### config.mk
export PLATFORM = sky130hd
export DESIGN_NAME = alu8_booth_mul_restoring_div
export DESIGN_NICKNAME = d
export VERILOG_FILES = /design/src/sv/alu8bd_pkg.sv /design/src/sv/alu8bd_front.sv /design/src/sv/alu8bd_cell.sv /design/src/sv/alu8bd_out.sv /design/src/sv/alu8_booth_mul_restoring_div.sv
export SDC_FILE = /design/constraint.sdc
export NUM_CORES = 1
export LEC_CHECK = 0
export BUFFER_PORTS_ARGS = -buffer_cell sky130_fd_sc_hd__buf_2
export CAP_MARGIN = 15
export CORE_ASPECT_RATIO = 1.5
export CORE_MARGIN = 2
export CORE_UTILIZATION = 25
export CTS_CLUSTER_SIZE = 12
export DETAILED_ROUTE_END_ITERATION = 6
export PLACE_DENSITY = 0.36
export SKIP_LAST_GASP = 1
export SYNTH_ARGS = -nofsm -noshare
export SYNTH_HDL_FRONTEND = slang
export SYNTH_HIERARCHICAL = 1
export SYNTH_SLANG_ARGS = --single-unit
### constraint.sdc
create_clock -name clk -period 11.4 [get_ports clk]
set_clock_uncertainty 0.1 [all_clocks]
set_input_delay 2.28 -clock clk [delete_from_list [all_inputs] [get_ports clk]]
set_output_delay 2.28 -clock clk [all_outputs]
set_load 0.01 [all_outputs]
### src/sv/alu8bd_pkg.sv
// Shared types and constants for the pipelined ALU with Booth multiply and restoring divide.
`timescale 1ns / 1ps

package alu8bd_pkg;

  // Default datapath width
  localparam int DATA_WIDTH_DEF = 8;
  // Fixed port widths
  localparam int ACT_W  = 4;
  localparam int BYTE_W = 8;

  // Operation codes
  typedef enum logic [ACT_W-1:0] {
    OP_ADD = 4'd0,
    OP_SUB = 4'd1,
    OP_AND = 4'd2,
    OP_OR  = 4'd3,
    OP_XOR = 4'd4,
    OP_NOT = 4'd5,
    OP_SHL = 4'd6,
    OP_SHR = 4'd7,
    OP_MUL = 4'd8,
    OP_DIV = 4'd9
  } op_t;

  // Control that travels with each transaction down the cell chain.
  // flag: shift goes left (shifts), quotient gets negated (divide).
  typedef struct packed {
    logic valid;
    op_t  op;
    logic flag;
  } cell_ctrl_t;

endpackage

### src/sv/alu8bd_front.sv
// Entry decode: operand sizing, combinational ops, and initial cell chain state.
`timescale 1ns / 1ps

module alu8bd_front #(
  parameter int DATA_WIDTH = alu8bd_pkg::DATA_WIDTH_DEF,
  localparam int CW = $clog2(DATA_WIDTH)
) (
  input  logic                          start,
  input  logic [alu8bd_pkg::ACT_W-1:0]  action,
  input  logic [alu8bd_pkg::BYTE_W-1:0] operand_a,
  input  logic [alu8bd_pkg::BYTE_W-1:0] operand_b,
  output alu8bd_pkg::cell_ctrl_t        ctrl,
  output logic [DATA_WIDTH-1:0]         res,
  output logic [DATA_WIDTH-1:0]         dvs,
  output logic [DATA_WIDTH-1:0]         rem,
  output logic [DATA_WIDTH-1:0]         quo,
  output logic [DATA_WIDTH-1:0]         mcand,
  output logic [DATA_WIDTH-1:0]         mplier,
  output logic                          mprev,
  output logic [DATA_WIDTH-1:0]         acc,
  output logic [DATA_WIDTH-1:0]         shv,
  output logic [DATA_WIDTH-1:0]         smag,
  output logic [CW-1:0]                 sw,
  output logic [CW-1:0]                 sacc
);

  localparam int EW = DATA_WIDTH + alu8bd_pkg::BYTE_W;

  logic [EW-1:0]         a_ext;
  logic [EW-1:0]         b_ext;
  logic [DATA_WIDTH-1:0] a_w;
  logic [DATA_WIDTH-1:0] b_w;
  logic                  a_neg;
  logic                  b_neg;
  alu8bd_pkg::op_t       op;

  // Operands taken in their low DATA_WIDTH bits (zero-extended if wider)
  assign a_ext = {{DATA_WIDTH{1'b0}}, operand_a};
  assign b_ext = {{DATA_WIDTH{1'b0}}, operand_b};
  assign a_w   = a_ext[DATA_WIDTH-1:0];
  assign b_w   = b_ext[DATA_WIDTH-1:0];
  assign a_neg = a_w[DATA_WIDTH-1];
  assign b_neg = b_w[DATA_WIDTH-1];
  assign op    = alu8bd_pkg::op_t'(action);

  // Combinational ops and per-op flag
  always_comb begin
    res  = '0;
    ctrl.valid = start;
    ctrl.op    = op;
    ctrl.flag  = 1'b0;
    unique case (op)
      alu8bd_pkg::OP_ADD: res = a_w + b_w;
      alu8bd_pkg::OP_SUB: res = a_w - b_w;
      alu8bd_pkg::OP_AND: res = a_w & b_w;
      alu8bd_pkg::OP_OR:  res = a_w | b_w;
      alu8bd_pkg::OP_XOR: res = a_w ^ b_w;
      alu8bd_pkg::OP_NOT: res = ~a_w;
      alu8bd_pkg::OP_SHL: ctrl.flag = ~b_neg;
      alu8bd_pkg::OP_SHR: ctrl.flag = b_neg;
      alu8bd_pkg::OP_DIV: ctrl.flag = a_neg ^ b_neg;
      default: res = '0;
    endcase
  end

  // Initial chain state
  assign dvs    = b_w;
  assign rem    = '0;
  assign quo    = a_neg ? (~a_w + 1'b1) : a_w;
  assign mcand  = a_w;
  assign mplier = b_w;
  assign mprev  = 1'b0;
  assign acc    = '0;
  assign shv    = a_w;
  assign smag   = b_neg ? (~b_w + 1'b1) : b_w;
  assign sw     = CW'(1);
  assign sacc   = '0;

endmodule

### src/sv/alu8bd_cell.sv
// One chain cell: a restoring-divide iteration, a Booth step, and a shift-count mod step.
`timescale 1ns / 1ps

module alu8bd_cell #(
  parameter int DATA_WIDTH = alu8bd_pkg::DATA_WIDTH_DEF,
  localparam int CW = $clog2(DATA_WIDTH)
) (
  input  logic                   clk,
  input  logic                   rst,
  input  alu8bd_pkg::cell_ctrl_t ctrl_i,
  input  logic [DATA_WIDTH-1:0]  res_i,
  input  logic [DATA_WIDTH-1:0]  dvs_i,
  input  logic [DATA_WIDTH-1:0]  rem_i,
  input  logic [DATA_WIDTH-1:0]  quo_i,
  input  logic [DATA_WIDTH-1:0]  mcand_i,
  input  logic [DATA_WIDTH-1:0]  mplier_i,
  input  logic                   mprev_i,
  input  logic [DATA_WIDTH-1:0]  acc_i,
  input  logic [DATA_WIDTH-1:0]  shv_i,
  input  logic [DATA_WIDTH-1:0]  smag_i,
  input  logic [CW-1:0]          sw_i,
  input  logic [CW-1:0]          sacc_i,
  output alu8bd_pkg::cell_ctrl_t ctrl,
  output logic [DATA_WIDTH-1:0]  res,
  output logic [DATA_WIDTH-1:0]  dvs,
  output logic [DATA_WIDTH-1:0]  rem,
  output logic [DATA_WIDTH-1:0]  quo,
  output logic [DATA_WIDTH-1:0]  mcand,
  output logic [DATA_WIDTH-1:0]  mplier,
  output logic                   mprev,
  output logic [DATA_WIDTH-1:0]  acc,
  output logic [DATA_WIDTH-1:0]  shv,
  output logic [DATA_WIDTH-1:0]  smag,
  output logic [CW-1:0]          sw,
  output logic [CW-1:0]          sacc
);

  localparam logic [CW:0] DWC = (CW+1)'(DATA_WIDTH);

  logic [DATA_WIDTH-1:0] r_sh;
  logic [DATA_WIDTH-1:0] q_sh;
  logic [DATA_WIDTH-1:0] r_try;
  logic                  keep;
  logic [DATA_WIDTH-1:0] rem_next;
  logic [DATA_WIDTH-1:0] quo_next;
  logic [DATA_WIDTH-1:0] acc_next;
  logic [CW:0]           s_sum;
  logic [CW:0]           w_dbl;
  logic [CW-1:0]         sacc_next;
  logic [CW-1:0]         sw_next;

  // Restoring divide iteration with sign-matched add/subtract
  assign r_sh  = {rem_i[DATA_WIDTH-2:0], quo_i[DATA_WIDTH-1]};
  assign q_sh  = {quo_i[DATA_WIDTH-2:0], 1'b0};
  assign r_try = (r_sh[DATA_WIDTH-1] == dvs_i[DATA_WIDTH-1]) ? (r_sh - dvs_i)
                                                             : (r_sh + dvs_i);
  assign keep     = (r_try[DATA_WIDTH-1] == r_sh[DATA_WIDTH-1]);
  assign rem_next = keep ? r_try : r_sh;
  assign quo_next = {q_sh[DATA_WIDTH-1:1], keep};

  // Radix-2 Booth step on the current multiplier bit pair
  always_comb begin
    case ({mplier_i[0], mprev_i})
      2'b10:   acc_next = acc_i - mcand_i;
      2'b01:   acc_next = acc_i + mcand_i;
      default: acc_next = acc_i;
    endcase
  end

  // Shift count mod DATA_WIDTH: add weight 2^k mod DATA_WIDTH per set bit
  assign s_sum     = {1'b0, sacc_i} + {1'b0, sw_i};
  assign sacc_next = !smag_i[0] ? sacc_i
                   : (s_sum >= DWC) ? CW'(s_sum - DWC) : s_sum[CW-1:0];
  assign w_dbl     = {sw_i, 1'b0};
  assign sw_next   = (w_dbl >= DWC) ? CW'(w_dbl - DWC) : w_dbl[CW-1:0];

  // Control register
  always_ff @(posedge clk) begin
    if (rst) begin
      ctrl <= '0;
    end else begin
      ctrl <= ctrl_i;
    end
  end

  // Payload registers
  always_ff @(posedge clk) begin
    res    <= res_i;
    dvs    <= dvs_i;
    rem    <= rem_next;
    quo    <= quo_next;
    mcand  <= {mcand_i[DATA_WIDTH-2:0], 1'b0};
    mplier <= {1'b0, mplier_i[DATA_WIDTH-1:1]};
    mprev  <= mplier_i[0];
    acc    <= acc_next;
    shv    <= shv_i;
    smag   <= {1'b0, smag_i[DATA_WIDTH-1:1]};
    sw     <= sw_next;
    sacc   <= sacc_next;
  end

endmodule

### src/sv/alu8bd_out.sv
// Output stage: selects the finished result, applies shift and quotient sign, drives the strobe.
`timescale 1ns / 1ps

module alu8bd_out #(
  parameter int DATA_WIDTH = alu8bd_pkg::DATA_WIDTH_DEF,
  localparam int CW = $clog2(DATA_WIDTH)
) (
  input  logic                          clk,
  input  logic                          rst,
  input  alu8bd_pkg::cell_ctrl_t        ctrl_i,
  input  logic [DATA_WIDTH-1:0]         res_i,
  input  logic [DATA_WIDTH-1:0]         rem_i,
  input  logic [DATA_WIDTH-1:0]         quo_i,
  input  logic [DATA_WIDTH-1:0]         acc_i,
  input  logic [DATA_WIDTH-1:0]         shv_i,
  input  logic [CW-1:0]                 sacc_i,
  output logic [alu8bd_pkg::BYTE_W-1:0] result,
  output logic [alu8bd_pkg::BYTE_W-1:0] remainder,
  output logic                          done
);

  localparam int EW = DATA_WIDTH + alu8bd_pkg::BYTE_W;

  logic [DATA_WIDTH-1:0] res_w;
  logic [DATA_WIDTH-1:0] rem_w;
  logic [EW-1:0]         res_ext;
  logic [EW-1:0]         rem_ext;

  // Final select per operation
  always_comb begin
    res_w = '0;
    rem_w = '0;
    unique case (ctrl_i.op) inside
      alu8bd_pkg::OP_ADD, alu8bd_pkg::OP_SUB, alu8bd_pkg::OP_AND,
      alu8bd_pkg::OP_OR, alu8bd_pkg::OP_XOR, alu8bd_pkg::OP_NOT: res_w = res_i;
      alu8bd_pkg::OP_SHL, alu8bd_pkg::OP_SHR: begin
        res_w = ctrl_i.flag ? (shv_i << sacc_i) : (shv_i >> sacc_i);
      end
      alu8bd_pkg::OP_MUL: res_w = acc_i;
      alu8bd_pkg::OP_DIV: begin
        res_w = ctrl_i.flag ? (~quo_i + 1'b1) : quo_i;
        rem_w = rem_i;
      end
      default: res_w = '0;
    endcase
  end

  // Fit to the byte-wide ports
  assign res_ext = {{alu8bd_pkg::BYTE_W{1'b0}}, res_w};
  assign rem_ext = {{alu8bd_pkg::BYTE_W{1'b0}}, rem_w};

  always_ff @(posedge clk) begin
    if (rst) begin
      done <= 1'b0;
    end else begin
      done <= ctrl_i.valid;
    end
  end

  always_ff @(posedge clk) begin
    result    <= res_ext[alu8bd_pkg::BYTE_W-1:0];
    remainder <= rem_ext[alu8bd_pkg::BYTE_W-1:0];
  end

endmodule

### src/sv/alu8_booth_mul_restoring_div.sv
// Top level: ALU with a chain of DATA_WIDTH cells for multiply, divide and shift count.
// done pulses once a taken start has passed the DATA_WIDTH cell registers and then the output register.
// Throughput: one transaction per cycle; busy is never raised.
// Every op walks the full chain of DATA_WIDTH cells, one cell per cycle, plus the output stage.
// Reset: synchronous rst clears all valid bits in the chain and the done strobe.
// The receiver cannot stall: each result is shown for exactly one cycle.
`timescale 1ns / 1ps

module alu8_booth_mul_restoring_div #(
  parameter int DATA_WIDTH = alu8bd_pkg::DATA_WIDTH_DEF
) (
  input  logic                          clk,
  input  logic                          rst,
  input  logic                          start,
  output logic                          busy,
  input  logic [alu8bd_pkg::ACT_W-1:0]  action,
  input  logic [alu8bd_pkg::BYTE_W-1:0] operand_a,
  input  logic [alu8bd_pkg::BYTE_W-1:0] operand_b,
  output logic [alu8bd_pkg::BYTE_W-1:0] result,
  output logic [alu8bd_pkg::BYTE_W-1:0] remainder,
  output logic                          done
);

  localparam int CW = $clog2(DATA_WIDTH);
  localparam int NC = DATA_WIDTH;

  alu8bd_pkg::cell_ctrl_t ctrl_c   [0:NC];
  logic [DATA_WIDTH-1:0]  res_c    [0:NC];
  logic [DATA_WIDTH-1:0]  dvs_c    [0:NC];
  logic [DATA_WIDTH-1:0]  rem_c    [0:NC];
  logic [DATA_WIDTH-1:0]  quo_c    [0:NC];
  logic [DATA_WIDTH-1:0]  mcand_c  [0:NC];
  logic [DATA_WIDTH-1:0]  mplier_c [0:NC];
  logic                   mprev_c  [0:NC];
  logic [DATA_WIDTH-1:0]  acc_c    [0:NC];
  logic [DATA_WIDTH-1:0]  shv_c    [0:NC];
  logic [DATA_WIDTH-1:0]  smag_c   [0:NC];
  logic [CW-1:0]          sw_c     [0:NC];
  logic [CW-1:0]          sacc_c   [0:NC];

  // Fully pipelined: always ready
  assign busy = 1'b0;

  // Entry decode
  alu8bd_front #(.DATA_WIDTH(DATA_WIDTH)) u_front (
    .start     (start & ~busy),
    .action    (action),
    .operand_a (operand_a),
    .operand_b (operand_b),
    .ctrl      (ctrl_c[0]),
    .res       (res_c[0]),
    .dvs       (dvs_c[0]),
    .rem       (rem_c[0]),
    .quo       (quo_c[0]),
    .mcand     (mcand_c[0]),
    .mplier    (mplier_c[0]),
    .mprev     (mprev_c[0]),
    .acc       (acc_c[0]),
    .shv       (shv_c[0]),
    .smag      (smag_c[0]),
    .sw        (sw_c[0]),
    .sacc      (sacc_c[0])
  );

  // Cell chain, one iteration per cell
  for (genvar k = 0; k < NC; k++) begin : g_cell
    alu8bd_cell #(.DATA_WIDTH(DATA_WIDTH)) u_cell (
      .clk      (clk),
      .rst      (rst),
      .ctrl_i   (ctrl_c[k]),
      .res_i    (res_c[k]),
      .dvs_i    (dvs_c[k]),
      .rem_i    (rem_c[k]),
      .quo_i    (quo_c[k]),
      .mcand_i  (mcand_c[k]),
      .mplier_i (mplier_c[k]),
      .mprev_i  (mprev_c[k]),
      .acc_i    (acc_c[k]),
      .shv_i    (shv_c[k]),
      .smag_i   (smag_c[k]),
      .sw_i     (sw_c[k]),
      .sacc_i   (sacc_c[k]),
      .ctrl     (ctrl_c[k+1]),
      .res      (res_c[k+1]),
      .dvs      (dvs_c[k+1]),
      .rem      (rem_c[k+1]),
      .quo      (quo_c[k+1]),
      .mcand    (mcand_c[k+1]),
      .mplier   (mplier_c[k+1]),
      .mprev    (mprev_c[k+1]),
      .acc      (acc_c[k+1]),
      .shv      (shv_c[k+1]),
      .smag     (smag_c[k+1]),
      .sw       (sw_c[k+1]),
      .sacc     (sacc_c[k+1])
    );
  end

  // Output stage
  alu8bd_out #(.DATA_WIDTH(DATA_WIDTH)) u_out (
    .clk       (clk),
    .rst       (rst),
    .ctrl_i    (ctrl_c[NC]),
    .res_i     (res_c[NC]),
    .rem_i     (rem_c[NC]),
    .quo_i     (quo_c[NC]),
    .acc_i     (acc_c[NC]),
    .shv_i     (shv_c[NC]),
    .sacc_i    (sacc_c[NC]),
    .result    (result),
    .remainder (remainder),
    .done      (done)
  );

`ifndef SYNTHESIS
  // Every taken transaction comes out after the fixed latency
  a_latency : assert property (@(posedge clk) disable iff (rst)
    (start && !busy) |-> ##(DATA_WIDTH+1) done)
    else $error("result strobe missing after fixed latency");

  // No result without a transaction taken at the fixed latency before
  a_no_spurious : assert property (@(posedge clk) disable iff (rst)
    done |-> $past(start && !busy, DATA_WIDTH+1))
    else $error("result strobe without matching transaction");

  // Only divide produces a nonzero remainder
  a_rem_zero : assert property (@(posedge clk) disable iff (rst)
    (done && $past(ctrl_c[NC].op) != alu8bd_pkg::OP_DIV) |-> remainder == '0)
    else $error("nonzero remainder for non-divide op");

  // Reduced shift count stays below the word width at chain end
  a_sacc_range : assert property (@(posedge clk) disable iff (rst)
    ctrl_c[NC].valid |-> ({1'b0, sacc_c[NC]} < (CW+1)'(DATA_WIDTH)))
    else $error("shift count out of range");
`endif

endmodule
==> results of run 1 <==
-- final timing paths --
check | slack, ps | start | to | depth (start not counted)
hold / removal | 210 | g_cell[6].u_cell/shv[2]$_DFF_P_ | g_cell[7].u_cell/shv[2]$_DFF_P_ | 0
setup / recovery | 5920 | operand_b[7] | g_cell[0].u_cell/rem[6]$_DFF_P_ | 13
hold reg to reg | 210 | g_cell[6].u_cell/shv[2]$_DFF_P_ | g_cell[7].u_cell/shv[2]$_DFF_P_ | 0
setup reg to reg | 7090 | g_cell[3].u_cell/rem[6]$_DFF_P_ | g_cell[4].u_cell/rem[6]$_DFF_P_ | 13
-- per-stage QoR --
stage | setup WS [ps] | utilization [%] | area (sq um) | hold slack [ps]
global route | 5590 | 28.5 | 27400 | 217
detailed placement | 5240 | 26.5 | 25400 | 212
floorplan | 5940 | - | 24300 | 210
finish | 5920 | 28.5 | 27400 | 207
CTS | 5940 | 28.5 | 27400 | 202
global placement | 5330 | 26.5 | 25400 | 212
-- area by class of cell --
cell class	instances	area, sq um	area share (%)
timing repair buffer	40	203	0.741
sequential	584	11700	42.7
multi-input combinational	1458	11400	41.7
inverter	126	473	1.73
clock buffer	77	1700	6.21
clock inverter	19	307	1.12
tap	1269	1590	5.80
-- cell usage in the layout (no fill, tap or decap), types with 10 or more instances in the layout --
cell type,count
a21oi_1,99
o21ai_1,32
a211oi_1,24
o31ai_1,14
xor2_1,71
nand3_1,11
nor2_1,144
clkbuf_16,62
a21o_1,39
mux2_2,46
nand2_1,100
inv_1,122
o21bai_1,14
o21ai_0,44
nor2b_1,63
dfxtp_1,584
fa_1,25
nor3_1,58
nor4b_1,10
o211ai_1,12
mux2i_1,42
ha_1,195
buf_2,39
nor3b_1,10
a31oi_1,24
nor4_1,18
xnor2_1,151
conb_1,37
mux2_1,16
-- routing by layer --
| layer | wire length [um] | part of all wire [%] | vias to the layer above |
|---|---|---|---|
| li1 | - | - | 7647 |
| met1 | 21600 | 42 | 6860 |
| met2 | 26700 | 52 | 201 |
| met3 | 1590 | 3.1 | 96 |
| met4 | 1690 | 3.3 | 0 |
| met5 | 0 | 0 | - |
-- critical path: cells and delay by family --
kind / cells / cell delay [ps]
AOI/OAI and AO/OA: 3 / 930
buffers and inverters: 2 / 430
and+or+nand+nor: 3 / 570
adders and majority gates: 2 / 730
xor gates and xnor gates: 2 / 690
muxes: 1 / 230
-- report_power, final --
part | total [mW] | leakage (nW) | switching [mW] | internal, mW
Sequential | 2.76 | 4.89 | 0.279 | 2.48
Combinational | 2.97 | 5.51 | 1.55 | 1.43
Clock | 2.00 | 0.979 | 0.803 | 1.20
-- flip-flops by register name (all words and copies together) (netlist names) --
name and count:
g_cell.u_cell/rem 57, g_cell.u_cell/ctrl 48, u_out/result 8, g_cell.u_cell/mprev 7, g_cell.u_cell/acc 64, g_cell.u_cell/smag 28
g_cell.u_cell/shv 64, g_cell.u_cell/mplier 28, u_out/done 1, g_cell.u_cell/sw 14, g_cell.u_cell/quo 64, u_out/remainder 8
g_cell.u_cell/dvs 56, g_cell.u_cell/res 64, g_cell.u_cell/mcand 49, g_cell.u_cell/sacc 24
==> parameters.txt, run 1 <==
Parameter                              Value

CTS
  Clock root buffer    clkbuf_16
  CTS H-Tree Depth    2
  Post_cts resized    0
  TritonCTS clock tree    yes
  Bufs on Longest Clock Path    3
  Clock slew at the register clock pins of the worst setup and hold paths    60 ps
  Hold bufs inserted after CTS    0
  Number of clock buffers inserted by TritonCTS    61
  Clock latency at the later pin of the worst-skew pair    630 ps
  Buffer count from post-CTS setup fixing    0
  Number of sinks on the clock net    about 600

Finish
  Antenna cells    0
  Count of nets after finishing    2514
  Fillers    9868
  Growth of design area from synthesis to finish    13.0%
  Fraction of layout cells with a size suffix above 1    10.0%
  Final Instance Count excl. Fillers    3573

Timing
  Final hold vios    0
  Count of final setup violators    0
  Tmin final    about 5500 ps
  Crit share post-route    between 40% and 50%
  Relative max-transition margin    35.1%
  Number of pins exceeding their max-slew limit in the final report    0
  Max Freq    about 0.18 GHz
  Setup repair after global routing missed its margin    false
  Slew @ Worst Pin    960 ps
  Accumulated negative setup slack    0 ps

GRT
  Met1 Usage GRT    11.6%
  Maximum number of pins on one net before global-route repair    50
  Met2 layer usage reported by global route    between 20% and 30%
  Global-route wire length before repair    83800 um
  Remaining Overflow, GRT    0
  Most congested layer reported by global routing    met2
  Total Routing Usage GR    10.5%
  Antenna violations before repair    5
  Number of global-route vias before repair    between 15000 and 20000
  Met3 Usage GRT    1.76%

Routing
  Routed via count divided by cell count    just over 4
  Total length of routed wires    51600 um
  Initial drt markers    582
  WL/cell    14.5 um
  Overall via count from detail_route    between 10000 and 15000
  Post-route DRC    0
  1st-pass router iterations    4
  Final antenna-violating net count    0

Floorplan
  Horizontal die dimension    roughly 260 um
  Overall die area    0.0994 sq mm
  Die Y-Extent    ~390 um
  Starting density of the core    25.3%
  Area of the core    around 0.096 sq mm
  Number of I/O pins    41
  Rows    139

Placement
  Post-detailed-placement half-perimeter wirelength    39400 um
  Port bufs    39
  Routability cong.    just over 0.8
  Number of placed cells counting well taps    3477

Synthesis
  Gate count of the mapped netlist    between 2000 and 2500
  Post-synthesis cell area    ~0.024 sq mm
  Mean instance size in the synthesized netlist    ~11 sq um
  Number of warnings issued by yosys    6

Worst setup path
  Data required time of the worst path    11810 ps
  Largest fanout of any net on the critical path    14
  Most prevalent standard cell on the critical path    ha_1
  Startpoint class of the critical path    input pin
  Critical path cell sequence    buf_2 -> xnor2_1 -> mux2i_1 -> ha_1 -> nor2b_1 -> o21ai_0 -> a21oi_1 -> o41ai_1 -> xor2_1 -> ha_1 -> inv_1 -> nor4b_1 -> or3_1
  Data arrival time of the critical path    between 5000 and 6000 ps
  Category of the most critical setup path    input pin to register
  Worst-path cell with the longest stage delay    xnor2_1
  Delay of the slowest cell on the worst path    540 ps
  Endpoint class of the critical path    register

Power and ir drop
  Leak    11.4 nW
  Peak supply drop    142 uV
  PnR Total Power    ~7.7 mW
  Total power divided by cell area    283 mW/mm^2

Status
  Run status    completed

Worst hold path
  Hold crit path type    register to register

Run
  Number of max-cap violations    0
Note: power is estimated with default switching activity, not from simulation.
==> inputs of run 2 (changes only) <==
--- a/config.mk
+++ b/config.mk
@@ -5,6 +5,7 @@
 export SDC_FILE = /design/constraint.sdc
 export NUM_CORES = 1
 export LEC_CHECK = 0
+export ABC_AREA = 1
 export BUFFER_PORTS_ARGS = -buffer_cell sky130_fd_sc_hd__buf_2
 export CAP_MARGIN = 15
 export CORE_ASPECT_RATIO = 1.5
@@ -12,7 +13,7 @@
 export CORE_UTILIZATION = 25
 export CTS_CLUSTER_SIZE = 12
 export DETAILED_ROUTE_END_ITERATION = 6
-export PLACE_DENSITY = 0.36
+export PLACE_DENSITY = 0.37
 export SKIP_LAST_GASP = 1
 export SYNTH_ARGS = -nofsm -noshare
 export SYNTH_HDL_FRONTEND = slang
==> constraint.sdc (replaced) <==
create_clock -name clk -period 4.89 [get_ports clk]
set_clock_uncertainty 0.1 [all_clocks]
set_input_delay 0.978 -clock clk [delete_from_list [all_inputs] [get_ports clk]]
set_output_delay 0.978 -clock clk [all_outputs]
set_load 0.01 [all_outputs]
==> run 2 against run 1 <==
Worst hold slack better by 13 ps. Non-clock buffer count is 1 lower. Utilization shrank 0.081 points. Final cell count up 17%. Synthesized cell count is 26% higher. Design area up 2.1%. Critical endpoint is now g_cell[0].u_cell/rem[2]$_DFF_P_. Highest routed layer is now met5.
==> parameters.txt, run 2 <==
Parameter                              Value

CTS
  Clock latency at the later pin of the worst-skew pair    630 ps (about the same)
  Buffer count from post-CTS setup fixing    0 (unchanged)
  Number of clock buffers inserted by TritonCTS    61 (unchanged)
  TritonCTS clock tree    yes (unchanged)
  Hold bufs inserted after CTS    0 (unchanged)
  Post_cts resized    0 (unchanged)
  Bufs on Longest Clock Path    3 (unchanged)
  CTS H-Tree Depth    2 (unchanged)
  Number of sinks on the clock net    584 (unchanged)
  Clock slew at the register clock pins of the worst setup and hold paths    60 ps (about the same)
  Clock root buffer    clkbuf_16 (unchanged)

Timing
  Relative max-transition margin    34.8% (was 35.1%)
  Crit share post-route    69.0%
  Number of pins exceeding their max-slew limit in the final report    0 (unchanged)
  Max Freq    0.296 GHz
  Final hold vios    0 (unchanged)
  Slew @ Worst Pin    978 ps (was 960 ps)
  Setup repair after global routing missed its margin    false (unchanged)
  Tmin final    3370 ps
  Accumulated negative setup slack    0 ps (unchanged)
  Count of final setup violators    0 (unchanged)

Finish
  Area taken by multi-input logic gates    0.0108 sq mm (was 0.0114 sq mm)
  Highest-count cells in the layout ignoring fill and taps    dfxtp_1, nand2_1, inv_1 (was dfxtp_1, ha_1, xnor2_1)
  Count of nets after finishing    3106 (was 2514)
  Final cell area excluding filler cells    0.0279 sq mm (was 0.0274 sq mm)
  Most common cell after layout, fill and taps aside    dfxtp_1 (unchanged)
  Register area    0.0117 sq mm (unchanged)
  Fraction of layout cells with a size suffix above 1    6.62% (was 10.0%)
  Fillers    10516 (was 9868)
  Growth of design area from synthesis to finish    13.4% (was 13.0%)

Floorplan
  Die Y-Extent    388 um (was 385 um)
  Starting density of the core    25.1% (was 25.3%)
  Rows    141 (was 139)
  Area of the core    0.0981 sq mm (was 0.0958 sq mm)
  Overall die area    0.101 sq mm (was 0.0994 sq mm)
  Horizontal die dimension    260 um (was 258 um)
  Number of I/O pins    41 (unchanged)

Routing
  Post-route DRC    0 (unchanged)
  Overall via count from detail_route    17108 (was 14804)
  Total length of routed wires    55200 um (was 51600 um)
  Final antenna-violating net count    0 (unchanged)
  Initial drt markers    747 (was 582)
  1st-pass router iterations    5 (was 4)
  Routed via count divided by cell count    4.08 (was 4.14)
  WL/cell    13.2 um (was 14.5 um)

Worst setup path
  Data arrival time of the critical path    3800 ps (was 5880 ps)
  Endpoint class of the critical path    register (unchanged)
  Largest fanout of any net on the critical path    13 (was 14)
  Category of the most critical setup path    input pin to register (unchanged)
  Data required time of the worst path    5310 ps (was 11810 ps)
  Startpoint class of the critical path    input pin (unchanged)

GRT
  Remaining Overflow, GRT    0 (unchanged)
  Number of global-route vias before repair    17318 (was 15756)
  Maximum number of pins on one net before global-route repair    50 (unchanged)
  Antenna violations before repair    3 (was 5)
  Total Routing Usage GR    11.1% (was 10.5%)
  Global-route wire length before repair    89900 um (was 83800 um)

Placement
  Routability cong.    0.843 (was 0.821)
  Area after DPL    0.0258 sq mm (was 0.0254 sq mm)
  Post-detailed-placement half-perimeter wirelength    43000 um (was 39400 um)
  Port bufs    39 (unchanged)

Synthesis
  Gate count of the mapped netlist    2835 (was 2253)
  Mean instance size in the synthesized netlist    8.69 sq um (was 10.7 sq um)
  Post-synthesis cell area    0.0246 sq mm (was 0.0242 sq mm)
  Number of warnings issued by yosys    6 (unchanged)

Status
  Run status    completed (unchanged)

Worst hold path
  Hold crit path type    register to register (unchanged)

Power and ir drop
  Leak    13.2 nW (was 11.4 nW)
  Peak supply drop    284 uV (was 142 uV)
  Total power divided by cell area    602 mW/mm^2 (was 283 mW/mm^2)

Run
  Number of max-cap violations    0 (unchanged)
## run 2: cell types whose count changed in the layout (fill, tap and decap cells not counted), sizes merged, moves of 64 or more
cell | before | now
inv | 127 | 403
nand2 | 100 | 569
o21ai | 80 | 159
nor2b | 64 | 0
xnor2 | 151 | 53
nand3 | 11 | 186
## run 2: cell type report
cell class	count	share of cell area, %
sequential	584	41.9
multi-input combinational	1775	38.8
clock buffer	85	6.29
timing repair buffer	39	0.699
antenna	2	0.0179
clock inverter	16	1.12
inverter	402	5.41
tap	1287	5.77
## run 2: path summary, 6_finish.rpt
check	from	end	slack, ps	cells after the start
max reg2reg	g_cell[3].u_cell/dvs[0]$_DFF_P_	g_cell[4].u_cell/rem[2]$_DFF_P_	1620	18
max	operand_a[2]	g_cell[0].u_cell/rem[2]$_DFF_P_	1520	18
min reg2reg	g_cell[6].u_cell/res[7]$_DFF_P_	g_cell[7].u_cell/res[7]$_DFF_P_	220	0
min	g_cell[6].u_cell/res[7]$_DFF_P_	g_cell[7].u_cell/res[7]$_DFF_P_	220	0
## run 2: metal layers
metal	global-route usage, %	share of wire, %
met5	0	0.013
met4	4.16	3.3
met3	1.70	3.4
met2	20.9	52
met1	12.3	41
## run 2: report_power, final
| part | switching (mW) | leakage [nW] | internal (mW) |
|---|---|---|---|
| sequential | 0.579 | 4.89 | 5.74 |
| combinational | 3.52 | 7.31 | 2.23 |
| clock | 1.88 | 1.01 | 2.86 |
## run 2: stage by stage
stage / worst slack, ps / utilization, % / instances / hold slack (ps) / power, mW
after CTS: 1510 / 28.5 / 4188 / 215 / 17.1
after global placement: 817 / 26.4 / 4087 / 212 / 12.2
after floorplan: 1280 / - / 2862 / 210 / 10.8
after global routing: 1130 / 28.5 / 4189 / 226 / 18.3
final: 1520 / 28.5 / 4190 / 220 / 16.8
after detailed placement: 809 / 26.4 / 4087 / 212 / 12.2
## run 2: critical path, stage by stage
cell	delay, ps
buf_2	200
nor3_1	270
nand3_1	140
nor4_1	400
inv_1	90
ha_1	210
inv_1	80
nand3_1	70
nand2_1	140
nand4_1	90
nand3_1	90
xor2_1	200
inv_1	70
ha_1	290
inv_1	250
a21oi_1	70
o21ai_0	80
nand2_1	60
==> inputs of run 3 (changes only) <==
--- a/config.mk
+++ b/config.mk
@@ -5,7 +5,7 @@
 export SDC_FILE = /design/constraint.sdc
 export NUM_CORES = 1
 export LEC_CHECK = 0
-export ABC_AREA = 1
+export ABC_AREA = 0
 export BUFFER_PORTS_ARGS = -buffer_cell sky130_fd_sc_hd__buf_2
 export CAP_MARGIN = 15
 export CORE_ASPECT_RATIO = 1.5
==> constraint.sdc (replaced) <==
create_clock -name clk -period 2.85 [get_ports clk]
set_clock_uncertainty 0.1 [all_clocks]
set_input_delay 0.57 -clock clk [delete_from_list [all_inputs] [get_ports clk]]
set_output_delay 0.57 -clock clk [all_outputs]
set_load 0.01 [all_outputs]
==> run 3 against run 2 <==
The run now ends with setup timing left. Setup slack worse by 1700 ps. Via count is 7.4% lower. Design area is 9.4% higher. First-iteration DRC count is 31% lower. Combinational power grew to 3.1 times the previous value. Largest cell class is now multi-input combinational cells.
==> parameters.txt, run 3 (synthesis gave the netlist of run 1 again) <==
Parameter                              Value

Finish
  Final Instance Count excl. Fillers    3860 (was 4190)
  Most common cell after layout, fill and taps aside    dfxtp_1 (unchanged)
  Highest-count cells in the layout ignoring fill and taps    dfxtp_1, buf_4, ha_1 (was dfxtp_1, nand2_1, inv_1)
  Antenna cells    0 (was 2)
  Fraction of layout cells with a size suffix above 1    26.0% (was 6.62%)
  Count of nets after finishing    2804 (was 3106)
  Growth of design area from synthesis to finish    26.3% (was 13.4%)

Routing
  1st-pass router iterations    5 (unchanged)
  Total length of routed wires    52800 um (was 55200 um)
  Final antenna-violating net count    0 (unchanged)
  Post-route DRC    0 (unchanged)
  Overall via count from detail_route    15834 (was 17108)
  Routed via count divided by cell count    4.10 (was 4.08)
  Initial drt markers    516 (was 747)
  WL/cell    13.7 um (was 13.2 um)

Timing
  Final WS setup    -217 ps (was 1520 ps)
  Slew @ Worst Pin    899 ps (was 978 ps)
  Final hold vios    0 (unchanged)
  Tmin final    3070 ps
  Setup repair after global routing missed its margin    true (was false)
  Smallest hold slack    76.2 ps (was 220 ps)
  Relative max-transition margin    39.3% (was 34.8%)
  Number of pins exceeding their max-slew limit in the final report    0 (unchanged)
  Crit share post-route    108%
  Count of final setup violators    32 (was 0)
  Accumulated negative setup slack    -2650 ps (was 0 ps)
  Max Freq    0.326 GHz

Floorplan
  Rows    139 (was 141)
  Die Y-Extent    385 um (was 388 um)
  Area of the core    0.0958 sq mm (was 0.0981 sq mm)
  Horizontal die dimension    258 um (was 260 um)
  Starting density of the core    25.3% (was 25.1%)
  Number of I/O pins    41 (unchanged)
  Overall die area    0.0994 sq mm (was 0.101 sq mm)

Power and ir drop
  Leak    13.0 nW (was 13.2 nW)
  Portion of total power attributed to combinational logic    48.8% (was 34.2%)
  Cell-internal power    24.4 mW (was 10.8 mW)
  Fraction of power spent switching nets    33.1% (was 35.6%)
  Peak supply drop    531 uV (was 284 uV)
  Total power divided by cell area    1200 mW/mm^2 (was 602 mW/mm^2)
  PnR Total Power    36.5 mW (was 16.8 mW)
  Part of the power in registers    30.4% (was 37.6%)
  NetSw    12.1 mW (was 5.99 mW)
  Clock network power share    20.8% (was 28.2%)

Worst setup path
  Endpoint class of the critical path    register (unchanged)
  Critical path cell sequence    xnor2_4 -> mux2i_4 -> ha_1 -> nor2b_4 -> o21ai_4 -> a21oi_4 -> o41ai_4 -> xor2_1 -> ha_2 -> and4b_1 -> or3_1 (was buf_2 -> nor3_1 -> nand3_1 -> nor4_1 -> inv_1 -> ha_1 -> inv_1 -> nand3_1 -> nand2_1 -> nand4_1 -> nand3_1 -> xor2_1 -> inv_1 -> ha_1 -> inv_1 -> a21oi_1 -> o21ai_0 -> nand2_1)
  Category of the most critical setup path    register to register (was input pin to register)
  Worst-path cell with the longest stage delay    dfxtp_4 (was nor4_1)
  Largest fanout of any net on the critical path    5 (was 13)
  Data required time of the worst path    3250 ps (was 5310 ps)
  Top Family by Delay on Critical Path    simple AND/OR/NAND/NOR gates (unchanged)
  Delay of the slowest cell on the worst path    360 ps (was 400 ps)
  Buffers & Inverters on Critical Path    0 (was 5)
  Startpoint class of the critical path    register (was input pin)
  Data arrival time of the critical path    3470 ps (was 3800 ps)

GRT
  Global-route wire length before repair    84900 um (was 89900 um)
  Number of global-route vias before repair    16617 (was 17318)
  Maximum number of pins on one net before global-route repair    50 (unchanged)
  Total Routing Usage GR    10.6% (was 11.1%)
  Remaining Overflow, GRT    0 (unchanged)
  Antenna violations before repair    0 (was 3)

CTS
  Bufs on Longest Clock Path    3 (unchanged)
  Number of sinks on the clock net    584 (unchanged)
  TritonCTS clock tree    yes (unchanged)
  Number of clock buffers inserted by TritonCTS    61 (unchanged)
  Hold bufs inserted after CTS    0 (unchanged)
  CTS H-Tree Depth    2 (unchanged)
  Clock slew at the register clock pins of the worst setup and hold paths    60 ps (about the same)
  Clock latency at the later pin of the worst-skew pair    620 ps (was 630 ps)
  Clock root buffer    clkbuf_16 (unchanged)

Worst hold path
  Hold crit path type    input pin to register (was register to register)

Placement
  Post-detailed-placement half-perimeter wirelength    40600 um (was 43000 um)
  Port bufs    39 (unchanged)
  Setup WS pre-CTS    -635 ps (was 809 ps)
  Number of placed cells counting well taps    3730 (was 4087)
  Routability cong.    0.843 (about the same)

Status
  Run status    finished, violations left (was completed)
  Violations in the final reports    setup timing

Run
  Number of max-cap violations    0 (unchanged)
[run 3: path summary, 6_finish.rpt]
check,to,startpoint,slack (ps),depth (start not counted)
setup / recovery,g_cell[4].u_cell/rem[6]$_DFF_P_,g_cell[3].u_cell/rem[6]$_DFF_P_,-220,11
hold reg to reg,g_cell[5].u_cell/shv[5]$_DFF_P_,g_cell[4].u_cell/shv[5]$_DFF_P_,220,0
setup reg to reg,g_cell[4].u_cell/rem[6]$_DFF_P_,g_cell[3].u_cell/rem[6]$_DFF_P_,-220,11
hold / removal,g_cell[0].u_cell/ctrl[5]$_SDFF_PP0_,start,80,2
[run 3: per-stage QoR]
| stage | util, % | cell area [sq um] |
|---|---|---|
| 2_1_floorplan | - | 24800 |
| 5_1_grt | 31.9 | 30600 |
| 3_5_place_dp | 28.9 | 27700 |
| 6_report | 31.9 | 30600 |
| 3_3_place_gp | 28.9 | 27700 |
| 4_1_cts | 31.5 | 30200 |
[run 3: final cells by class]
class,count,area [sq um]
timing repair buffer,330,2460
sequential,584,11800
clock buffer,75,1710
fill,9735,65300
inverter,126,488
multi-input combinational,1458,12400
clock inverter,18,180
tap,1269,1590
[run 3: repair_timing]
action,in CTS,in global routing
gates resized for setup,92,73
setup buffers,29,16
endpoints found under the hold margin,0,0
setup endpoints to repair,53,61
pin swaps,63,23
[run 3: power groups by stage]
stage	clock network (mW)	registers, mW	logic (mW)
after floorplan	0	10.8	10.8
after global placement	0	11.3	14.8
after detailed placement	0	11.3	15.0
after CTS	7.95	11.1	16.9
after global routing	8.26	11.3	19.6
final	7.58	11.1	17.8
[run 3: per-layer routing]
metal  wire length, um  vias to the layer above  part of all wire (%)  global-route usage, %
met5                 0                        -                     0                      0
met4              1820                        0                   3.4                   4.52
met3              1490                       98                   2.8                   1.81
met2             28500                      196                    54                   20.6
met1             21000                     7298                    40                   11.1
li1                  -                     8242                     -                      -
